<file path="src/rtl/assert_macros.svh">
// assertion macros shared by the sampler rtl
`ifndef ASSERT_MACROS_SVH
`define ASSERT_MACROS_SVH

// clocked check, off while reset is high
`define ASSERT_CLK(lbl, clk, rst, prop, msg) \
   lbl: assert property (@(posedge clk) disable iff (rst) prop) else $error(msg);

// clocked check, also during reset
`define ASSERT_ALWAYS(lbl, clk, prop, msg) \
   lbl: assert property (@(posedge clk) prop) else $error(msg);

`endif

</file>
<file path="src/rtl/upids_pkg.sv">
// package: constants, types and helpers of the uniform point sampler
`default_nettype none

package upids_pkg;

   localparam int DEF_CORDIC_STAGES = 24;
   localparam int FRAC_BITS = 16;
   localparam int GUARD_BITS = 8;
   localparam int ADDR_W = 5;

   localparam int RAD_W = 62;
   localparam int ROOT_W = 31;
   localparam int REM_W = 33;
   localparam int XW = 42;
   localparam int ZW = 32;
   localparam int OFF_W = 34;
   localparam int C_W = XW - GUARD_BITS;
   localparam int O_W = C_W + 1;

   localparam logic [31:0] INV_GAIN = 32'h9B74_EDA8;
   localparam logic [31:0] EXTENT_RESET = 32'(2 ** FRAC_BITS);
   localparam logic signed [XW-1:0] HALF_G = XW'(2 ** (GUARD_BITS - 1));

   localparam logic [2:0] REG_DOMAIN_KIND = 3'd0;
   localparam logic [2:0] REG_ORIGIN_X = 3'd1;
   localparam logic [2:0] REG_ORIGIN_Y = 3'd2;
   localparam logic [2:0] REG_EXTENT_ONE = 3'd3;
   localparam logic [2:0] REG_EXTENT_TWO = 3'd4;

   localparam logic KIND_RECT = 1'b0;
   localparam logic KIND_ANNULUS = 1'b1;

   localparam logic [1:0] QUAD_0 = 2'd0;
   localparam logic [1:0] QUAD_1 = 2'd1;
   localparam logic [1:0] QUAD_2 = 2'd2;
   localparam logic [1:0] QUAD_3 = 2'd3;

   typedef struct packed {
      logic [31:0] u2;
      logic signed [OFF_W-1:0] off_x;
      logic signed [OFF_W-1:0] off_y;
   } sq_side_type;

   typedef struct packed {
      logic [1:0] quad;
      logic signed [OFF_W-1:0] off_x;
      logic signed [OFF_W-1:0] off_y;
   } cd_side_type;

   function automatic logic [ZW-1:0] atan_unit(input int idx);
      logic [ZW-1:0] a;
      case (idx)
         0: a = 32'h2000_0000;
         1: a = 32'h12E4_051E;
         2: a = 32'h09FB_385B;
         3: a = 32'h0511_11D4;
         4: a = 32'h028B_0D43;
         5: a = 32'h0145_D7E1;
         6: a = 32'h00A2_F61E;
         7: a = 32'h0051_7C55;
         8: a = 32'h0028_BE53;
         9: a = 32'h0014_5F2F;
         10: a = 32'h000A_2F98;
         11: a = 32'h0005_17CC;
         12: a = 32'h0002_8BE6;
         13: a = 32'h0001_45F3;
         14: a = 32'h0000_A2FA;
         15: a = 32'h0000_517D;
         16: a = 32'h0000_28BE;
         17: a = 32'h0000_145F;
         18: a = 32'h0000_0A30;
         19: a = 32'h0000_0518;
         20: a = 32'h0000_028C;
         21: a = 32'h0000_0146;
         22: a = 32'h0000_00A3;
         23: a = 32'h0000_0051;
         24: a = 32'h0000_0029;
         25: a = 32'h0000_0014;
         26: a = 32'h0000_000A;
         27: a = 32'h0000_0005;
         28: a = 32'h0000_0003;
         29: a = 32'h0000_0001;
         30: a = 32'h0000_0001;
         default: a = 32'h0000_0000;
      endcase
      return a;
   endfunction

   function automatic logic [31:0] sat32(input logic signed [35:0] v);
      logic [31:0] r;
      if (v > 36'sh0_7FFF_FFFF) begin
         r = 32'h7FFF_FFFF;
      end else if (v < -36'sh0_8000_0000) begin
         r = 32'h8000_0000;
      end else begin
         r = v[31:0];
      end
      return r;
   endfunction

endpackage

`default_nettype wire

</file>
<file path="src/rtl/upids_sqrt_cell.sv">
// one radix-2 restoring square root cell, one root bit per cycle while adv is high
`default_nettype none
`include "assert_macros.svh"

module upids_sqrt_cell import upids_pkg::*; (
   input  wire logic              clock,
   input  wire logic              reset,
   input  wire logic              adv,
   input  wire logic              v_in,
   input  wire logic [RAD_W-1:0]  rad_in,
   input  wire logic [REM_W-1:0]  rem_in,
   input  wire logic [ROOT_W-1:0] root_in,
   input  wire sq_side_type       side_in,
   output logic                   v_out,
   output logic [RAD_W-1:0]       rad_out,
   output logic [REM_W-1:0]       rem_out,
   output logic [ROOT_W-1:0]      root_out,
   output sq_side_type            side_out
);

   logic v_ff;
   logic [RAD_W-1:0] rad_ff, rad_in_nx;
   logic [REM_W-1:0] rem_ff, rem_in_nx;
   logic [ROOT_W-1:0] root_ff, root_in_nx;
   sq_side_type side_ff;
   logic [REM_W+1:0] cand, trial, diff;
   logic ge;

   always_comb begin
      cand = {rem_in, rad_in[RAD_W-1 -: 2]};
      trial = {{(REM_W-ROOT_W){1'b0}}, root_in, 2'b01};
      diff = cand - trial;
      ge = (cand >= trial);
      rem_in_nx = ge ? diff[REM_W-1:0] : cand[REM_W-1:0];
      root_in_nx = {root_in[ROOT_W-2:0], ge};
      rad_in_nx = {rad_in[RAD_W-3:0], 2'b00};
   end

   always_ff @(posedge clock) begin
      if (reset) begin
         v_ff <= 1'b0;
      end else if (adv) begin
         v_ff <= v_in;
      end
   end

   always_ff @(posedge clock) begin
      if (adv) begin
         rad_ff <= rad_in_nx;
         rem_ff <= rem_in_nx;
         root_ff <= root_in_nx;
         side_ff <= side_in;
      end
   end

   assign v_out = v_ff;
   assign rad_out = rad_ff;
   assign rem_out = rem_ff;
   assign root_out = root_ff;
   assign side_out = side_ff;

   // partial remainder never exceeds twice the partial root
   `ASSERT_CLK(a_rem_bound, clock, reset, v_ff |-> (rem_ff <= {root_ff, 1'b0}), "sqrt remainder out of range")

endmodule

`default_nettype wire

</file>
<file path="config.mk">
export PLATFORM = sky130hd
export DESIGN_NAME = upids_sqrt_cell
export DESIGN_NICKNAME = d
export VERILOG_FILES = /design/src/rtl/upids_pkg.sv /design/src/rtl/upids_sqrt_cell.sv
export VERILOG_INCLUDE_DIRS = /design/src /design/src/rtl
export SDC_FILE = /design/constraint.sdc
export NUM_CORES = 1
export LEC_CHECK = 0
export BUFFER_PORTS_ARGS = -buffer_cell sky130_fd_sc_hd__buf_2
export CAP_MARGIN = 20
export CORE_AREA = 2 2 176 178
export DETAILED_ROUTE_END_ITERATION = 8
export DIE_AREA = 0 0 178 180
export PLACE_DENSITY = 0.64
export SLEW_MARGIN = 20
export SYNTH_ARGS = -nofsm -noshare
export SYNTH_HDL_FRONTEND = slang
export SYNTH_SLANG_ARGS = --single-unit
</file>
<file path="constraint.sdc">
create_clock -name clock -period 2.6 [get_ports clock]
set_clock_uncertainty 0.2 [all_clocks]
set_input_delay 0.26 -clock clock [delete_from_list [all_inputs] [get_ports clock]]
set_output_delay 0.26 -clock clock [all_outputs]
set_load 0.02 [all_outputs]
</file>
---- Word-level counts from Yosys, hierarchy flattened ----
Cells that the tools add are included.
Widths: inputs -> output; s select.
storage, ports and cells
  word-level logic and storage cells ...... 10
  bits of input ports ..................... 230
  output and inout port bits .............. 227
  register bits after elaboration ......... 225
operators by class
  add/subtract/negate cells ............... 1
  magnitude comparators ................... 1
  mux-type cells .......................... 1
operators with widths
  operator        count
  $ge 35x33->1    1
  $mux 33         1
  $sub 33x33->33  1

---- Depth between registers and ports, before layout ----
  word-level depth ........................ 2
  gate-level depth with buffers ........... 13
  depth with buffers taken out ............ 10

---- Worst setup path before layout ----
No wires, ideal clock.
  path type ............................... input-to-reg
  start point ............................. input port root_in[8]
  end point ............................... register rem_ff[28] (netlist: rem_out[28]) (data pin)
  setup slack ............................. -239 ps
  library setup time ...................... 260 ps
  cell stages on the path ................. 11
  required time ........................... 2140 ps
  data arrival time ....................... 2379 ps
  cell sequence ........................... inv_1 ha_1 buf_6 nand4_2 a21oi_1 or4_4 a31oi_4 o21ai_2 a2111oi_2 nor3_1 mux2_4
on the way
  cells in the longest elaborated chain, start to end .. 2
RTL lines
  element                                         RTL line                                      RTL
  start, declared                                 upids_sqrt_cell.sv:12                         input wire logic [ROOT_W-1:0] root_in,
  $sub 33x33->33 or $ge 35x33->1 (tied branches)  upids_sqrt_cell.sv:32, upids_sqrt_cell.sv:33
  $mux 33 (*)                                     upids_sqrt_cell.sv:34                         rem_in_nx = ge ? diff[REM_W-1:0] : cand[REM_W-1:0];
  named net rem_in_nx[28]                         upids_sqrt_cell.sv:23                         logic [REM_W-1:0] rem_ff, rem_in_nx;
  end signal, assigned                            upids_sqrt_cell.sv:50                         rem_ff <= rem_in_nx;
  end, declared                                   upids_sqrt_cell.sv:23
Mark *: on every way through the listed nets, which the timed path passes. The rest lies on a longest branch.
A chain may end at the register's enable or synchronous reset.

---- Worst setup path after layout ----
  start point ............................. input port root_in[27]
  end point ............................... register rem_ff[29] (netlist: rem_out[29]) (data pin)
The elaborated chain is that of the path after synthesis.

==> summary.txt <==
Status
  – Status: finished clean

Cells and area
  – Fraction of layout instances using a drive strength above 1: 0.466
  – # nets final: roughly 1700
  – Area Growth Syn to Fin: 73.7%
  – Area of the multi-input gates: 2520 um2
  – Register cell area after layout: between 6000 and 7000 um2
  – FILL cells: 2487
  – Share of the core filled with cells: 0.536
  – Post-route standard cell area excluding fillers: roughly 16000 um2
  – Leading cell types in the layout, fill and taps excluded: buf_2 (453), dlygate4sd3_1 (225), edfxtp_1 (224), buf_4 (108), nor2_1 (46)
  – Most frequent standard cell in the layout excluding fill and tap cells: buf_2

Synth
  – Primary flip-flop cell chosen by synthesis mapping: edfxtp_1
  – Fraction of the mapped netlist area in adder cells: 0.0443
  – Yosys top cell by area: edfxtp_1
  – Async S/R FF share, synth: 0
  – Main combinational cell family by area after synthesis: compound AO/OA/AOI/OAI gates
  – Share of synthesized cell area in and, or, nand and nor gates: 0.0686
  – Area share of the largest cell type after synthesis: 0.722
  – Number of synthesized flops with an enable pin: 224
  – Xor and xnor area share after synthesis: 0.0263
  – Number of distinct library cells after synthesis: 63
  – Number of warning messages in the yosys log: 0
  – Proportion of synthesized chip area in sequential cells: 0.724
  – Synth Area in Compound Gates: 0.0977
  – Cell area after synthesis: 9320 um2
  – Dominant cells by area after synthesis: edfxtp_1 (72%), ha_1 (4.4%), a21oi_1 (2.1%), nor2_1 (1.9%), inv_1 (1.7%)
  – Mux contribution to synthesized area: 0.00873
  – Syn Area/Cell: around 15 um2
  – Instance count of the mapped netlist: 613
  – Count of state elements after synthesis: ~230

Placed design
  – Post-detail-place hpwl: roughly 24000 um
  – Routability cong.: 0.851
  – Post-Place Setup Slack: -0.465 ns
  – Area of placed instances: about 13000 um2
  – Port-buffer cells: approximately 450

Power and ir drop
  – Sum of internal, switching and leakage power: 10400 uW
  – Leak: a little over 0.007 uW
  – Internal power summed over all cells: roughly 7600 uW
  – Net Sw Frac: 0.272
  – Net Sw Power: between 2000 and 3000 uW
  – Power per unit of standard cell area: around 640 nW/um2
  – Sequential power share: 0.431
  – Fraction of power consumed by the clock network: 0.348
  – Worst voltage drop across the vdd grid: 0.432 mV
  – Share of power burned in combinational logic: 0.221

Timing
  – Worst Max-Slew Pin Slew: between 0.5 and 0.6 ns
  – Number of endpoints failing setup at the final stage: 0
  – Unrepaired setup endpoints after global routing: yes
  – Post-layout worst setup margin: just over 0.04 ns
  – Tightest slew margin relative to the limit: 0.622
  – Final-report hold violation count: 0
  – Final critical-path required period: about 2.6 ns
  – Slew Limit Fails: 0
  – Fmax achieved: about 400 MHz
  – Final clock period utilization by the worst path: 0.984

Clock network
  – Root Buffer Master: clkbuf_16
  – CTS buffer count: 24
  – TritonCTS clock tree: yes
  – Maximum buffer depth of the clock tree: 3
  – Clock H-tree levels: 1
  – Clock Latency Late Sink: 0.51 ns
  – Clock edge transition at the registers on the reported setup and hold paths: around 0.060 ns
  – Number of sinks handled by clock tree synthesis: about 230

Hold path
  – Type of the worst min-delay path: input pin to register
  – Instance count along the most critical hold path: 1
  – Endpoint with the worst hold slack: side_out[99]
  – Min-Delay Startpoint: adv

Worst setup path
  – Largest driver fanout on the critical path: 6
  – Worst path required time: ~2.7 ns
  – Critical Path Sink Type: register
  – Register-to-register setup slack: ~1.3 ns
  – Reg-to-reg endpoint: v_out
  – Register-to-Register Path Depth: 3
  – Worst flop-to-flop path startpoint: v_out
  – WP data arrival: between 2 and 3 ns
  – Category of the critical setup timing path: input pin to register
  – Startpoint type of the worst setup path: input pin

Floorplan
  – Placeable core region: 30200 um2
  – Num rows: 64
  – Total die area: roughly 32000 um2
  – Starting density of the core: 0.309
  – I/O pin count: between 400 and 500
  – Die boundary height: about 180 um
  – Overall die width: around 180 um

Route
  – Number of DRC markers in iteration 0: between 400 and 500
  – Average vias per placed instance: 4.54
  – Number of search-and-repair iterations in the first detailed-routing pass: 4
  – Total wire length: 33300 um
  – Routed WL per cell: between 15 and 20 um
  – Final antenna-violating net count: 0
  – Drc violations: 0
  – Vias: 8313

GRT
  – Aggregate global-route resource usage: 0.197
  – Number of antenna violations at the first check in global routing: 6
  – Global-route wire length before repair: approximately 48000 um
  – Maximum number of pins on one net before global-route repair: 67
  – GR Overflow Total: 0
  – Number of global-route vias before repair: about 8600

Flow run
  – Maximum Capacitance Violations: 0
worst max-delay path, cell delays in order:
cell,delay (ns)
dlygate4sd3_1,0.52
buf_2,0.11
inv_1,0.04
ha_1,0.29
nand4_1,0.11
inv_1,0.09
and3_4,0.18
nand2_1,0.07
o31a_1,0.27
a21bo_2,0.33
mux2_1,0.34
power groups by stage:
stage,Clock (uW),Sequential [uW],Combinational (uW)
final,3610,4470,2300
after global routing,3810,4500,2460
after CTS,3680,4470,2280
after detailed placement,0,4540,2000
after global placement,0,4530,1970
after floorplan,0,4980,603
synthesized netlist by cell type (all sizes together), types with 3 or more instances:
library cell and n:
edfxtp 224, a21oi 57, nor2 46, inv 44
ha 33, nand2 28, o21ai 22, nand3 15
xor2 15, xnor2 13, buf 12, nor3 10
a21o 7, a211oi 6, a31oi 6, and3 6
mux2 6, nand2b 6, o21bai 6, a2111oi 5
nand4 5, a221oi 3, clkbuf 3, nor4 3
o211ai 3
layer usage:
metal	global-route usage	vias up	wire (um)
li1	-	3940	-
met1	0.224	3971	12700
met2	0.360	328	17100
met3	0.0518	66	2570
met4	0.0538	8	833
met5	0	-	53
registers in the layout, indices dropped and copies added, names as in the netlist:
register,count
rad_out,60
side_out,100
v_out,1
root_out,31
rem_out,33
worst max-delay path by stage:
stage,cells past startpoint,startpoint,slack (ns),to
floorplan,10,root_in[6],-0.14,rem_out[28]
global placement,10,root_in[17],-0.41,rem_out[20]
detailed placement,10,root_in[16],-0.46,rem_out[23]
CTS,10,rem_in[29],0.007,rem_out[23]
global route,11,root_in[27],-0.03,rem_out[29]
finish,11,root_in[27],0.04,rem_out[29]
stage by stage:
step | setup TNS [ns] | hold WS (ns) | instances
global placement | -12.38 | 0.223 | 1559
detailed placement | -13.99 | 0.232 | 1559
finish | 0 | 0.0210 | 1832
CTS | 0 | 0.0188 | 1828
floorplan | -1.00 | 0.132 | 614
global route | -0.163 | 0.0344 | 1832
cell families (layout without fill, tap and decap cells):
group,Yosys count,count (layout)
AND/OR/NAND/NOR,130,130
AO/OA/AOI/OAI,130,131
other,1,3
multiplexers,7,7
adder cells (fa/ha/maj),33,33
flip-flops,225,225
XOR/XNOR,28,28
buffers and inverters,59,879
what timing repair did:
action | in CTS | in global routing
setup endpoints to repair | 0 | 32
resized for setup | 0 | 9
hold buffers | 225 | 0
setup buffers | 0 | 2
endpoints found under the hold margin | 224 | 0
area by class of cell:
type,count,share of cell area
flip-flops and latches,225,0.417
repair buffers,791,0.335
multi-input cells,331,0.156
clock buffers,26,0.0389
well taps,396,0.0306
clock inverters,18,0.0124
inverters,44,0.0110
diodes,1,0.000155
(Power assumes the default switching activity.)
