===== src/rtl/assert_macros.svh =====
// assertion macros shared by the sampler rtl
`ifndef ASSERT_MACROS_SVH
`define ASSERT_MACROS_SVH

// clocked check, off while reset is high
`define ASSERT_CLK(lbl, clk, rst, prop, msg) \
   lbl: assert property (@(posedge clk) disable iff (rst) prop) else $error(msg);

// clocked check, also during reset
`define ASSERT_ALWAYS(lbl, clk, prop, msg) \
   lbl: assert property (@(posedge clk) prop) else $error(msg);

`endif


===== src/rtl/upids_pkg.sv =====
// package: constants, types and helpers of the uniform point sampler
`default_nettype none

package upids_pkg;

   localparam int DEF_CORDIC_STAGES = 24;
   localparam int FRAC_BITS = 16;
   localparam int GUARD_BITS = 8;
   localparam int ADDR_W = 5;

   localparam int RAD_W = 62;
   localparam int ROOT_W = 31;
   localparam int REM_W = 33;
   localparam int XW = 42;
   localparam int ZW = 32;
   localparam int OFF_W = 34;
   localparam int C_W = XW - GUARD_BITS;
   localparam int O_W = C_W + 1;

   localparam logic [31:0] INV_GAIN = 32'h9B74_EDA8;
   localparam logic [31:0] EXTENT_RESET = 32'(2 ** FRAC_BITS);
   localparam logic signed [XW-1:0] HALF_G = XW'(2 ** (GUARD_BITS - 1));

   localparam logic [2:0] REG_DOMAIN_KIND = 3'd0;
   localparam logic [2:0] REG_ORIGIN_X = 3'd1;
   localparam logic [2:0] REG_ORIGIN_Y = 3'd2;
   localparam logic [2:0] REG_EXTENT_ONE = 3'd3;
   localparam logic [2:0] REG_EXTENT_TWO = 3'd4;

   localparam logic KIND_RECT = 1'b0;
   localparam logic KIND_ANNULUS = 1'b1;

   localparam logic [1:0] QUAD_0 = 2'd0;
   localparam logic [1:0] QUAD_1 = 2'd1;
   localparam logic [1:0] QUAD_2 = 2'd2;
   localparam logic [1:0] QUAD_3 = 2'd3;

   typedef struct packed {
      logic [31:0] u2;
      logic signed [OFF_W-1:0] off_x;
      logic signed [OFF_W-1:0] off_y;
   } sq_side_type;

   typedef struct packed {
      logic [1:0] quad;
      logic signed [OFF_W-1:0] off_x;
      logic signed [OFF_W-1:0] off_y;
   } cd_side_type;

   function automatic logic [ZW-1:0] atan_unit(input int idx);
      logic [ZW-1:0] a;
      case (idx)
         0: a = 32'h2000_0000;
         1: a = 32'h12E4_051E;
         2: a = 32'h09FB_385B;
         3: a = 32'h0511_11D4;
         4: a = 32'h028B_0D43;
         5: a = 32'h0145_D7E1;
         6: a = 32'h00A2_F61E;
         7: a = 32'h0051_7C55;
         8: a = 32'h0028_BE53;
         9: a = 32'h0014_5F2F;
         10: a = 32'h000A_2F98;
         11: a = 32'h0005_17CC;
         12: a = 32'h0002_8BE6;
         13: a = 32'h0001_45F3;
         14: a = 32'h0000_A2FA;
         15: a = 32'h0000_517D;
         16: a = 32'h0000_28BE;
         17: a = 32'h0000_145F;
         18: a = 32'h0000_0A30;
         19: a = 32'h0000_0518;
         20: a = 32'h0000_028C;
         21: a = 32'h0000_0146;
         22: a = 32'h0000_00A3;
         23: a = 32'h0000_0051;
         24: a = 32'h0000_0029;
         25: a = 32'h0000_0014;
         26: a = 32'h0000_000A;
         27: a = 32'h0000_0005;
         28: a = 32'h0000_0003;
         29: a = 32'h0000_0001;
         30: a = 32'h0000_0001;
         default: a = 32'h0000_0000;
      endcase
      return a;
   endfunction

   function automatic logic [31:0] sat32(input logic signed [35:0] v);
      logic [31:0] r;
      if (v > 36'sh0_7FFF_FFFF) begin
         r = 32'h7FFF_FFFF;
      end else if (v < -36'sh0_8000_0000) begin
         r = 32'h8000_0000;
      end else begin
         r = v[31:0];
      end
      return r;
   endfunction

endpackage

`default_nettype wire


===== src/rtl/upids_cordic_cell.sv =====
// one cordic rotation cell with a fixed shift and arctangent
`default_nettype none

module upids_cordic_cell import upids_pkg::*; #(
   parameter int STAGE = 0
) (
   input  wire logic                 clock,
   input  wire logic                 reset,
   input  wire logic                 adv,
   input  wire logic                 v_in,
   input  wire logic signed [XW-1:0] x_in,
   input  wire logic signed [XW-1:0] y_in,
   input  wire logic signed [ZW-1:0] z_in,
   input  wire cd_side_type          side_in,
   output logic                      v_out,
   output logic signed [XW-1:0]      x_out,
   output logic signed [XW-1:0]      y_out,
   output logic signed [ZW-1:0]      z_out,
   output cd_side_type               side_out
);

   localparam logic signed [ZW-1:0] ANGLE = signed'(atan_unit(STAGE));

   logic v_ff;
   logic signed [XW-1:0] x_ff, y_ff, x_nx, y_nx, dx, dy;
   logic signed [ZW-1:0] z_ff, z_nx;
   cd_side_type side_ff;

   always_comb begin
      dx = y_in >>> STAGE;
      dy = x_in >>> STAGE;
      if (!z_in[ZW-1]) begin
         x_nx = x_in - dx;
         y_nx = y_in + dy;
         z_nx = z_in - ANGLE;
      end else begin
         x_nx = x_in + dx;
         y_nx = y_in - dy;
         z_nx = z_in + ANGLE;
      end
   end

   always_ff @(posedge clock) begin
      if (reset) begin
         v_ff <= 1'b0;
      end else if (adv) begin
         v_ff <= v_in;
      end
   end

   always_ff @(posedge clock) begin
      if (adv) begin
         x_ff <= x_nx;
         y_ff <= y_nx;
         z_ff <= z_nx;
         side_ff <= side_in;
      end
   end

   assign v_out = v_ff;
   assign x_out = x_ff;
   assign y_out = y_ff;
   assign z_out = z_ff;
   assign side_out = side_ff;

endmodule

`default_nettype wire


===== config.mk =====
export PLATFORM = sky130hd
export DESIGN_NAME = upids_cordic_cell
export DESIGN_NICKNAME = d
export VERILOG_FILES = /design/src/rtl/assert_macros.svh /design/src/rtl/upids_pkg.sv /design/src/rtl/upids_cordic_cell.sv
export SDC_FILE = /design/constraint.sdc
export NUM_CORES = 1
export LEC_CHECK = 0
export ABC_AREA = 1
export BUFFER_PORTS_ARGS = -buffer_cell sky130_fd_sc_hd__buf_2
export CAP_MARGIN = 15
export CORE_AREA = 2 2 193 195
export CTS_CLUSTER_DIAMETER = 40
export DETAILED_ROUTE_END_ITERATION = 16
export DIE_AREA = 0 0 195 197
export PLACE_DENSITY = 0.7
export SLEW_MARGIN = 40
export SYNTH_ARGS = -nofsm -noshare
export SYNTH_HDL_FRONTEND = slang
export SYNTH_SLANG_ARGS = --single-unit

===== constraint.sdc =====
create_clock -name clock -period 1.8 [get_ports clock]
set_clock_uncertainty 0.1 [all_clocks]
set_input_delay 0 -clock clock [delete_from_list [all_inputs] [get_ports clock]]
set_output_delay 0 -clock clock [all_outputs]
set_load 0.02 [all_outputs]

Word-level counts from Yosys, hierarchy flattened --
Cells that the tools add are included.
Storage, ports and cells: bits in registers 187, bits of input ports 190, output and inout port bits 187
Operators by class: add/subtract/negate cells 5, mux-type cells 3
Operators with widths (number):
- $mux 42 | 2
- $sub 42x42->42 | 2
- $add 42x42->42 | 1
- $add 32x31->32 const B | 1
- $mux 32 | 1
- $sub 32x31->32 const B | 1

Depth between registers and ports, before layout --
Gate-level depths: netlist of the first run.
depth in word-level cells 2, depth in mapped cells 17

Worst setup path before layout of the first run --
Ideal clock, no wire load.
kind input-to-reg, start point input x_in[0], end point register x_ff[32], in the netlist x_out[32] (data pin), library setup time 0.253 ns, arrival 1.480 ns, required time 1.447 ns, slack -0.033 ns, stages 13, cell sequence inv_1 > ha_1 > fa_1 > inv_1 > a21oi_1 > o21bai_1 > nand2_1 > nand2_1 > nand2_1 > nand2_1 > nand2_1 > nand3_1 > nand2_1
On the way: word-level cells in the longest chain between the ends 2, elaborated cells on any way between the ends 3, classes of those cells add/sub (2); mux (1)
RTL lines:
- start: declaration | RTL line upids_cordic_cell.sv:11 | input wire logic signed [XW-1:0] x_in,
- $sub 42x42->42 / $add 42x42->42 (equally long branches) | RTL line upids_cordic_cell.sv:33, upids_cordic_cell.sv:37
- $mux 42 (*) | RTL line upids_cordic_cell.sv:32 | if (!z_in[ZW-1]) begin
- named net x_nx[32] | RTL line upids_cordic_cell.sv:25 | logic signed [XW-1:0] x_ff, y_ff, x_nx, y_nx, dx, dy;
- end signal: assignment | RTL line upids_cordic_cell.sv:53 | x_ff <= x_nx;
- end: declaration | RTL line upids_cordic_cell.sv:25
Mark *: on every way through the listed nets, which the timed path passes. The rest lies on a longest branch. A chain may end at the register's enable or synchronous reset.

Worst setup path after layout of the first run --
start point input x_in[10], end point register x_ff[25], in the netlist x_out[25] (data pin)
Same word-level chain as after synthesis.

==> results of run 1 <==
-- metal layers --
layer	part of all wire, %	vias up
met5	0	-
met1	41	8892
met3	6.8	143
met2	48	759
li1	-	9177
met4	4.4	0
-- power by group through the flow --
stage,registers (mW),clock network [mW],logic [mW]
2_1_floorplan,6.17,0,2.62
3_3_place_gp,5.59,0,6.22
3_5_place_dp,5.59,0,6.31
4_1_cts,5.51,3.96,6.58
5_1_grt,5.55,4.12,7.57
6_report,5.52,3.94,7.06
-- flip-flops by register name, indices dropped and copies added (netlist names) --
name and count:
z_out 32, v_out 1, x_out 42, side_out 70, y_out 41
-- synth_stat cells (all sizes together) --
cell type	n	area, sq um
a21o	2	15.01
a21oi	135	690.7
a31oi	2	12.51
and2	8	50.05
buf	48	329.1
clkbuf	9	33.78
clkinv	2	7.510
dfxtp	1	20.02
edfxtp	185	5555
fa	4	80.08
ha	138	1727
inv	393	1475
mux2i	2	20.02
nand2	791	3037
nand3	202	1046
nand3b	6	45.04
nand4	9	56.30
nor2	202	840.8
nor3	8	45.04
nor4	2	12.51
o211ai	8	85.08
o21a	2	15.01
o21ai	87	450.4
o21bai	24	180.2
o22ai	13	81.33
or2	4	25.03
xor2	24	210.2
-- final cells by class --
| type | instances | area share, % |
|---|---|---|
| Inverter | 395 | 6.075 |
| Clock buffer | 17 | 1.739 |
| Timing Repair Buffer | 961 | 27.25 |
| Multi-Input combinational cell | 1673 | 39.11 |
| Sequential cell | 186 | 22.79 |
| Tap cell | 468 | 2.393 |
| Clock inverter | 15 | 0.6341 |
| Antenna cell | 1 | 0.01023 |
-- worst max-delay path, delay by kind of cell --
kind | cells | cell delay (ns)
buffers and inverters | 4 | 0.44
adders and majority gates | 1 | 0.32
and+or+nand+nor | 9 | 0.84
AOI/OAI and AO/OA | 2 | 0.25
-- cells by family (layout without fill, tap and decap cells) --
group | after synthesis | after routing | share of synthesized area [%]
buffers and inverters | 452 | 1388 | 11.43
multiplexers | 2 | 2 | 0.1240
AND/OR/NAND/NOR | 1232 | 1232 | 31.94
adder cells (fa/ha/maj) | 142 | 142 | 11.19
XOR/XNOR | 24 | 24 | 1.302
flip-flops | 186 | 186 | 34.53
AO/OA/AOI/OAI | 273 | 273 | 9.478
other | 0 | 1 | 0
-- timing repair --
| action | in CTS | in global routing |
|---|---|---|
| hold buffers | 107 | 0 |
| gates cloned | 0 | 1 |
| resized for setup | 39 | 176 |
| endpoints found under the hold margin | 139 | 0 |
| endpoints found under the setup margin | 48 | 65 |
| buffers inserted | 1 | 12 |
| pin swaps | 1 | 29 |
-- placed cells by master, fill, tap and decap left out, drive strengths merged --
master | Yosys | routed
diode | 0 | 1
nor4 | 2 | 2
nor2 | 202 | 202
or2 | 4 | 4
dfxtp | 1 | 1
o211ai | 8 | 8
edfxtp | 185 | 185
o22ai | 13 | 13
inv | 393 | 400
and2 | 8 | 8
mux2i | 2 | 2
xor2 | 24 | 24
buf | 48 | 853
fa | 4 | 4
a31oi | 2 | 2
clkinvlp | 0 | 2
nand3b | 6 | 6
ha | 138 | 138
nor3 | 8 | 8
nand2 | 791 | 791
nand3 | 202 | 202
nand4 | 9 | 9
o21a | 2 | 2
dlygate4sd3 | 0 | 107
o21ai | 87 | 87
clkbuf | 9 | 18
a21o | 2 | 2
o21bai | 24 | 24
clkinv | 2 | 8
a21oi | 135 | 135
-- final timing paths --
check        depth (start not counted)  slack (ns)          startpoint                   to
max reg2reg                          3        0.51  v_out$_SDFFE_PP0P_   v_out$_SDFFE_PP0P_
max                                 16        0.02            x_in[10]  x_out[25]$_DFFE_PP_
min                                  5        0.03            y_in[41]  x_out[41]$_DFFE_PP_
min reg2reg                          3        1.03  v_out$_SDFFE_PP0P_   v_out$_SDFFE_PP0P_
==> insert_results.sql, run 1 <==
INSERT INTO impl_metrics (metric_group, metric, value, unit) VALUES
('finish', 'multi_input_comb_area', '9568', 'sq um'),
('power', 'vdd_drop_max', '0.0007117', 'V'),
('run_status', 'outcome', 'complete, no violations', ''),
('sta', 'final_hold_viol_count', '0', ''),
('finish', 'stdcell_area', '24470', 'sq um'),
('worst_setup_path', 'setup.worst_path.class', 'in2reg', ''),
('clocking', 'cts.root.buffer_cell', 'sky130_fd_sc_hd__clkbuf_16', ''),
('floorplanning', 'die_w', '195', 'microns'),
('placement', 'hpwlAfterDp', '56000', 'microns'),
('floorplanning', 'die_area', '38420', 'sq um'),
('global_route', 'grt.overflow.total', '0', ''),
('sta', 'final.period_utilization', '98.71', '%'),
('sta', 'finalSetupTns', '0', 'ns'),
('worst_setup_path', 'cp_data_required_time', '1.89', 'ns'),
('synthesis', 'synth-seq-area-share', '34.53', '%'),
('global_route', 'first_global_vias', '18852', ''),
('clocking', 'clock_tree.buffer_depth', '2', ''),
('power', 'clock_power_share', '23.8', '%'),
('detailed_routing', 'first_pass_iters', '6', ''),
('sta', 'setup_ws', '0.02330', 'ns'),
('synthesis', 'ys.warnings.count', '0', ''),
('finish', 'finish.utilization', '67.47', '%'),
('synthesis', 'ys_seq_elements', '186', ''),
('finish', 'num-nets-final', '3566', ''),
('placement', 'routabilityCongestion', '0.9891', ''),
('placement', 'placement.setup.worst_slack', '-0.7384', 'ns'),
('placement', 'numPortBuffers', '376', ''),
('floorplanning', 'initial_util', '44.53', '%'),
('worst_setup_path', 'capturing_element_type_of_the_critical_path', 'flip-flop', ''),
('finish', 'area_delta_synth_final', '51.53', '%'),
('power', 'p_leak', '12.84', 'nW'),
('worst_setup_path', 'cp_slowest_stage_delay', '0.32', 'ns'),
('detailed_routing', 'postRouteWirelength', '70050', 'microns'),
('synthesis', 'mappedNetlistArea', '16150', 'sq um'),
('synthesis', 'synth_cell_types', '43', ''),
('placement', 'numPlacedInstances', '3562', ''),
('sta', 'worst_slew_margin_relative_to_its_limit', '57.67', '%'),
('power', 'design_power_total', '16.51', 'mW'),
('worst_setup_path', 'cp_most_frequent_cell', 'sky130_fd_sc_hd__nand2_1', ''),
('global_route', 'groute.usage.overall', '35.60', '%'),
('detailed_routing', 'post_dr_wirelength_cell', '18.85', 'microns'),
('floorplanning', 'die_y', '197', 'microns'),
('worst_setup_path', 'timing.critical_path.cells', 'buf_2 -> inv_1 -> ha_1 -> buf_12 -> nand2_1 -> nand2_1 -> nand2_1 -> nand2_1 -> buf_4 -> nand2_1 -> nand2_1 -> nand2_1 -> nand2_1 -> a21oi_1 -> and2_0 -> o21ai_1', ''),
('clocking', 'cts_inserted_buffers', '17', ''),
('worst_setup_path', 'critical_path.slowest_cell', 'sky130_fd_sc_hd__ha_1', ''),
('detailed_routing', 'dr_total_vias', '18971', ''),
('detailed_routing', 'avgViaCountPerCell', '5.105', ''),
('global_route', 'met2_usage', '62.00', '%'),
('clocking', 'htree_num_levels', '4', ''),
('synthesis', 'syn_inst', '2311', ''),
('global_route', 'globalRouteMet1Util', '44.19', '%'),
('worst_setup_path', 'crit_path_start_kind', 'input port', ''),
('floorplanning', 'number_of_cell_rows', '70', ''),
('global_route', 'grt_busiest_layer', 'met2', ''),
('detailed_routing', 'antenna_left', '0', ''),
('finish', 'nFillCells', '3149', ''),
('worst_setup_path', 'cp_data_arrival_time', '1.87', 'ns'),
('floorplanning', 'core_region_area', '36260', 'sq um'),
('power', 'power_frac_comb', '42.7', '%'),
('power', 'p_seq_share', '33.4', '%'),
('detailed_routing', 'drt_drc_violations_left', '0', ''),
('power', 'total_switching_power', '6.461', 'mW'),
('global_route', 'antenna_found_initial', '1', ''),
('global_route', 'met3_usage', '4.928', '%'),
('clocking', 'clock-sinks', '186', ''),
('global_route', 'grt_max_degree', '82', ''),
('global_route', 'grt_pass1_wl', '103800', 'microns'),
('sta', 'final.min_clock_period', '1.777', 'ns'),
('power', 'netSwitchingFraction', '39.12', '%'),
('clocking', 'clock_transition_time_at_the_flip_flop_clock_pins_of_the_worst_setup_and_hold_paths', '0.08', 'ns'),
('placement', 'placement.cell_area', '21820', 'sq um');
(Power assumes the default switching activity.)
==> run 2: changes to the inputs <==
--- a/config.mk
+++ b/config.mk
@@ -12,7 +12,7 @@
 export CTS_CLUSTER_DIAMETER = 40
 export DETAILED_ROUTE_END_ITERATION = 16
 export DIE_AREA = 0 0 195 197
-export PLACE_DENSITY = 0.7
+export PLACE_DENSITY = 0.67
 export SLEW_MARGIN = 40
 export SYNTH_ARGS = -nofsm -noshare
 export SYNTH_HDL_FRONTEND = slang
==> constraint.sdc (replaced) <==
create_clock -name clock -period 2 [get_ports clock]
set_clock_uncertainty 0.1 [all_clocks]
set_input_delay 0.1 -clock clock [delete_from_list [all_inputs] [get_ports clock]]
set_output_delay 0.1 -clock clock [all_outputs]
set_load 0.02 [all_outputs]
==> run 2 against run 1 <==
Hold slack better by 0.069 ns. Setup slack worse by 0.019 ns. Final area is 2.0% lower. Combinational power is 12% lower. Die area stayed put. Non-clock buffer count is 3 lower. Wire length is 4.0% higher. Sequential power is 9.8% lower.
==> insert_results.sql, run 2 (synthesis results as in run 1) <==
INSERT INTO impl_metrics (metric_group, metric, value, unit) VALUES
('min_path', 'min-delay-path-class', 'in2reg', ''),
('worst_setup_path', 'timing.critical_path.cells', 'buf_2 -> inv_1 -> ha_1 -> buf_4 -> nand2_4 -> inv_1 -> a21oi_4 -> inv_1 -> a21oi_2 -> nor2_1 -> nor2_1 -> nand3_1 -> nand3_1 -> nand2_1', ''),
('sta', 'finalSetupTns', '0', 'ns'),
('worst_setup_path', 'capturing_element_type_of_the_critical_path', 'flip-flop', ''),
('floorplanning', 'die_area', '38420', 'sq um'),
('power', 'power.density_cell_area', '631.3', 'nW/um^2'),
('worst_setup_path', 'cp_data_required_time', '2.12', 'ns'),
('clocking', 'cts_tree', 'done', ''),
('global_route', 'groute.usage.overall', '37.05', '%'),
('detailed_routing', 'dr_total_vias', '19249', ''),
('sta', 'clock.fmax', '501.2', 'MHz'),
('floorplanning', 'pin_count', '377', ''),
('worst_setup_path', 'path_max_fanout', '7', ''),
('detailed_routing', 'drt_drc_violations_left', '0', ''),
('clocking', 'clock_transition_time_at_the_flip_flop_clock_pins_of_the_worst_setup_and_hold_paths', '0.08', 'ns'),
('detailed_routing', 'antenna_left', '0', ''),
('sta', 'worst_slew_margin_relative_to_its_limit', '62.77', '%'),
('placement', 'routabilityCongestion', '0.9962', ''),
('finish', 'finish.utilization', '66.12', '%'),
('placement', 'numPortBuffers', '376', ''),
('clocking', 'clock-sinks', '186', ''),
('worst_setup_path', 'crit_path_start_kind', 'input port', ''),
('worst_setup_path', 'crit_buf_inv', '5', ''),
('worst_setup_path', 'cp_most_frequent_cell', 'sky130_fd_sc_hd__inv_1', ''),
('floorplanning', 'core_region_area', '36260', 'sq um'),
('clocking', 'clock_tree.buffer_depth', '2', ''),
('placement', 'placement.setup.worst_slack', '-0.5691', 'ns'),
('clocking', 'clk-insertion-delay-late', '0.46', 'ns'),
('finish', 'area_delta_synth_final', '48.49', '%'),
('global_route', 'antenna_found_initial', '3', ''),
('power', 'vdd_drop_max', '0.0006513', 'V'),
('power', 'p_leak', '12.77', 'nW'),
('sta', 'report.final.slew_viol_count', '0', ''),
('finish', 'num-nets-final', '3563', ''),
('finish', 'max_ffs_per_register', '70', ''),
('global_route', 'grt.overflow.total', '0', ''),
('floorplanning', 'die_y', '197', 'microns'),
('finish', 'layout.cells.non_filler', '3719', ''),
('sta', 'final.period_utilization', '99.77', '%'),
('finish', 'most_common_cell_after_layout_fill_and_taps_aside', 'sky130_fd_sc_hd__nand2_1', ''),
('finish', 'layout_common_cells', 'sky130_fd_sc_hd__nand2_1, sky130_fd_sc_hd__buf_4, sky130_fd_sc_hd__inv_1, sky130_fd_sc_hd__buf_2, sky130_fd_sc_hd__nand3_1', ''),
('worst_setup_path', 'setup.worst_path.class', 'in2reg', ''),
('floorplanning', 'initial_util', '44.53', '%'),
('global_route', 'grt_max_degree', '82', ''),
('sta', 'holdWs', '0.09916', 'ns'),
('sta', 'finalSetupViolations', '0', ''),
('detailed_routing', 'postRouteWirelength', '72840', 'microns'),
('placement', 'numPlacedInstances', '3574', ''),
('detailed_routing', 'avgViaCountPerCell', '5.176', ''),
('clocking', 'htree_num_levels', '4', ''),
('floorplanning', 'die_w', '195', 'microns'),
('sta', 'grt_setup_unrepaired', 'true', ''),
('worst_setup_path', 'critical_path.slowest_cell', 'sky130_fd_sc_hd__ha_1', ''),
('global_route', 'first_global_vias', '19065', ''),
('sta', 'tightestPinTransition', '0.5526', 'ns'),
('sta', 'final.min_clock_period', '1.995', 'ns'),
('detailed_routing', 'first_pass_iters', '11', ''),
('placement', 'hpwlAfterDp', '57400', 'microns'),
('job', 'max_cap_viol_count', '0', ''),
('detailed_routing', 'post_dr_wirelength_cell', '19.59', 'microns'),
('global_route', 'grt_pass1_wl', '107000', 'microns'),
('run_status', 'outcome', 'complete, no violations', ''),
('detailed_routing', 'detail_route.iter0.violations', '1817', ''),
('clocking', 'cts.root.buffer_cell', 'sky130_fd_sc_hd__clkbuf_16', ''),
('clocking', 'cts_inserted_buffers', '17', ''),
('finish', 'drive_above_1_share', '32.21', '%'),
('worst_setup_path', 'cp_data_arrival_time', '2.12', 'ns'),
('worst_setup_path', 'timing.critical_path.max_delay_family', 'simple AND/OR/NAND/NOR gates', ''),
('sta', 'final_hold_viol_count', '0', ''),
('sta', 'setup_ws', '0.004695', 'ns'),
('floorplanning', 'number_of_cell_rows', '70', ''),
('worst_setup_path', 'cp_slowest_stage_delay', '0.31', 'ns');
-- run 2: changes by cell type in the layout (fill, tap and decap cells not counted), sizes merged --
| cell | delta |
|---|---|
| bufinv | +3 |
| clkbuf | -1 |
| clkinv | -2 |
| clkinvlp | -2 |
| diode | +6 |
| dlygate4sd3 | -2 |
| inv | +1 |
-- run 2: metal layers --
| layer | share of wire, % | track usage, % | vias to the layer above |
|---|---|---|---|
| li1 | - | - | 9168 |
| met1 | 41 | 46.39 | 8871 |
| met2 | 46 | 62.49 | 984 |
| met3 | 7.1 | 4.535 | 226 |
| met4 | 6.2 | 20.36 | 0 |
| met5 | 0 | 0 | - |
-- run 2: area by class of cell --
type | instances | area (sq um)
fillers | 3133 | 12290
multi-input cells | 1673 | 9066
repair buffers | 958 | 6599
flip-flops and latches | 186 | 5575
inverters | 395 | 1483
well taps | 468 | 585.6
clock buffers | 17 | 425.4
clock inverters | 15 | 222.7
diodes | 7 | 17.52
-- run 2: where the power goes --
part | internal [mW] | switching, mW | total (mW)
Clock | 2.05 | 1.89 | 3.94
Sequential | 4.81 | 0.169 | 4.98
Combinational | 2.45 | 3.77 | 6.22
Total | 9.31 | 5.83 | 15.1
-- run 2: per-stage QoR --
| stage | total power [mW] | cell area, sq um |
|---|---|---|
| after floorplan | 7.907 | 16150 |
| after global placement | 10.69 | 21890 |
| after detailed placement | 10.76 | 21890 |
| after CTS | 14.76 | 23610 |
| after global routing | 15.74 | 23960 |
| final | 15.13 | 23970 |
-- run 2: final timing paths --
kind / to / from / slack (ns) / cells past startpoint
min: x_out[41]$_DFFE_PP_ / x_in[41] / 0.1 / 5
min reg2reg: v_out$_SDFFE_PP0P_ / v_out$_SDFFE_PP0P_ / 1.11 / 3
max: y_out[29]$_DFFE_PP_ / x_in[16] / 0.005 / 14
max reg2reg: v_out$_SDFFE_PP0P_ / v_out$_SDFFE_PP0P_ / 0.59 / 3
-- run 2: timing repair --
action	in CTS	in global routing
hold buffers	105	0
gates resized for setup	6	101
pin swaps	0	4
endpoints found under the hold margin	129	0
setup endpoints to repair	13	57
setup buffers	0	1
cloned	0	0
-- run 2: worst register-to-register path, delay by kind of cell (launching register included) --
family                 cells  cell delay (ns)
buffers and inverters      1             0.57
flip-flops                 1             0.34
multiplexers               1             0.21
AND/OR/NAND/NOR            1             0.07
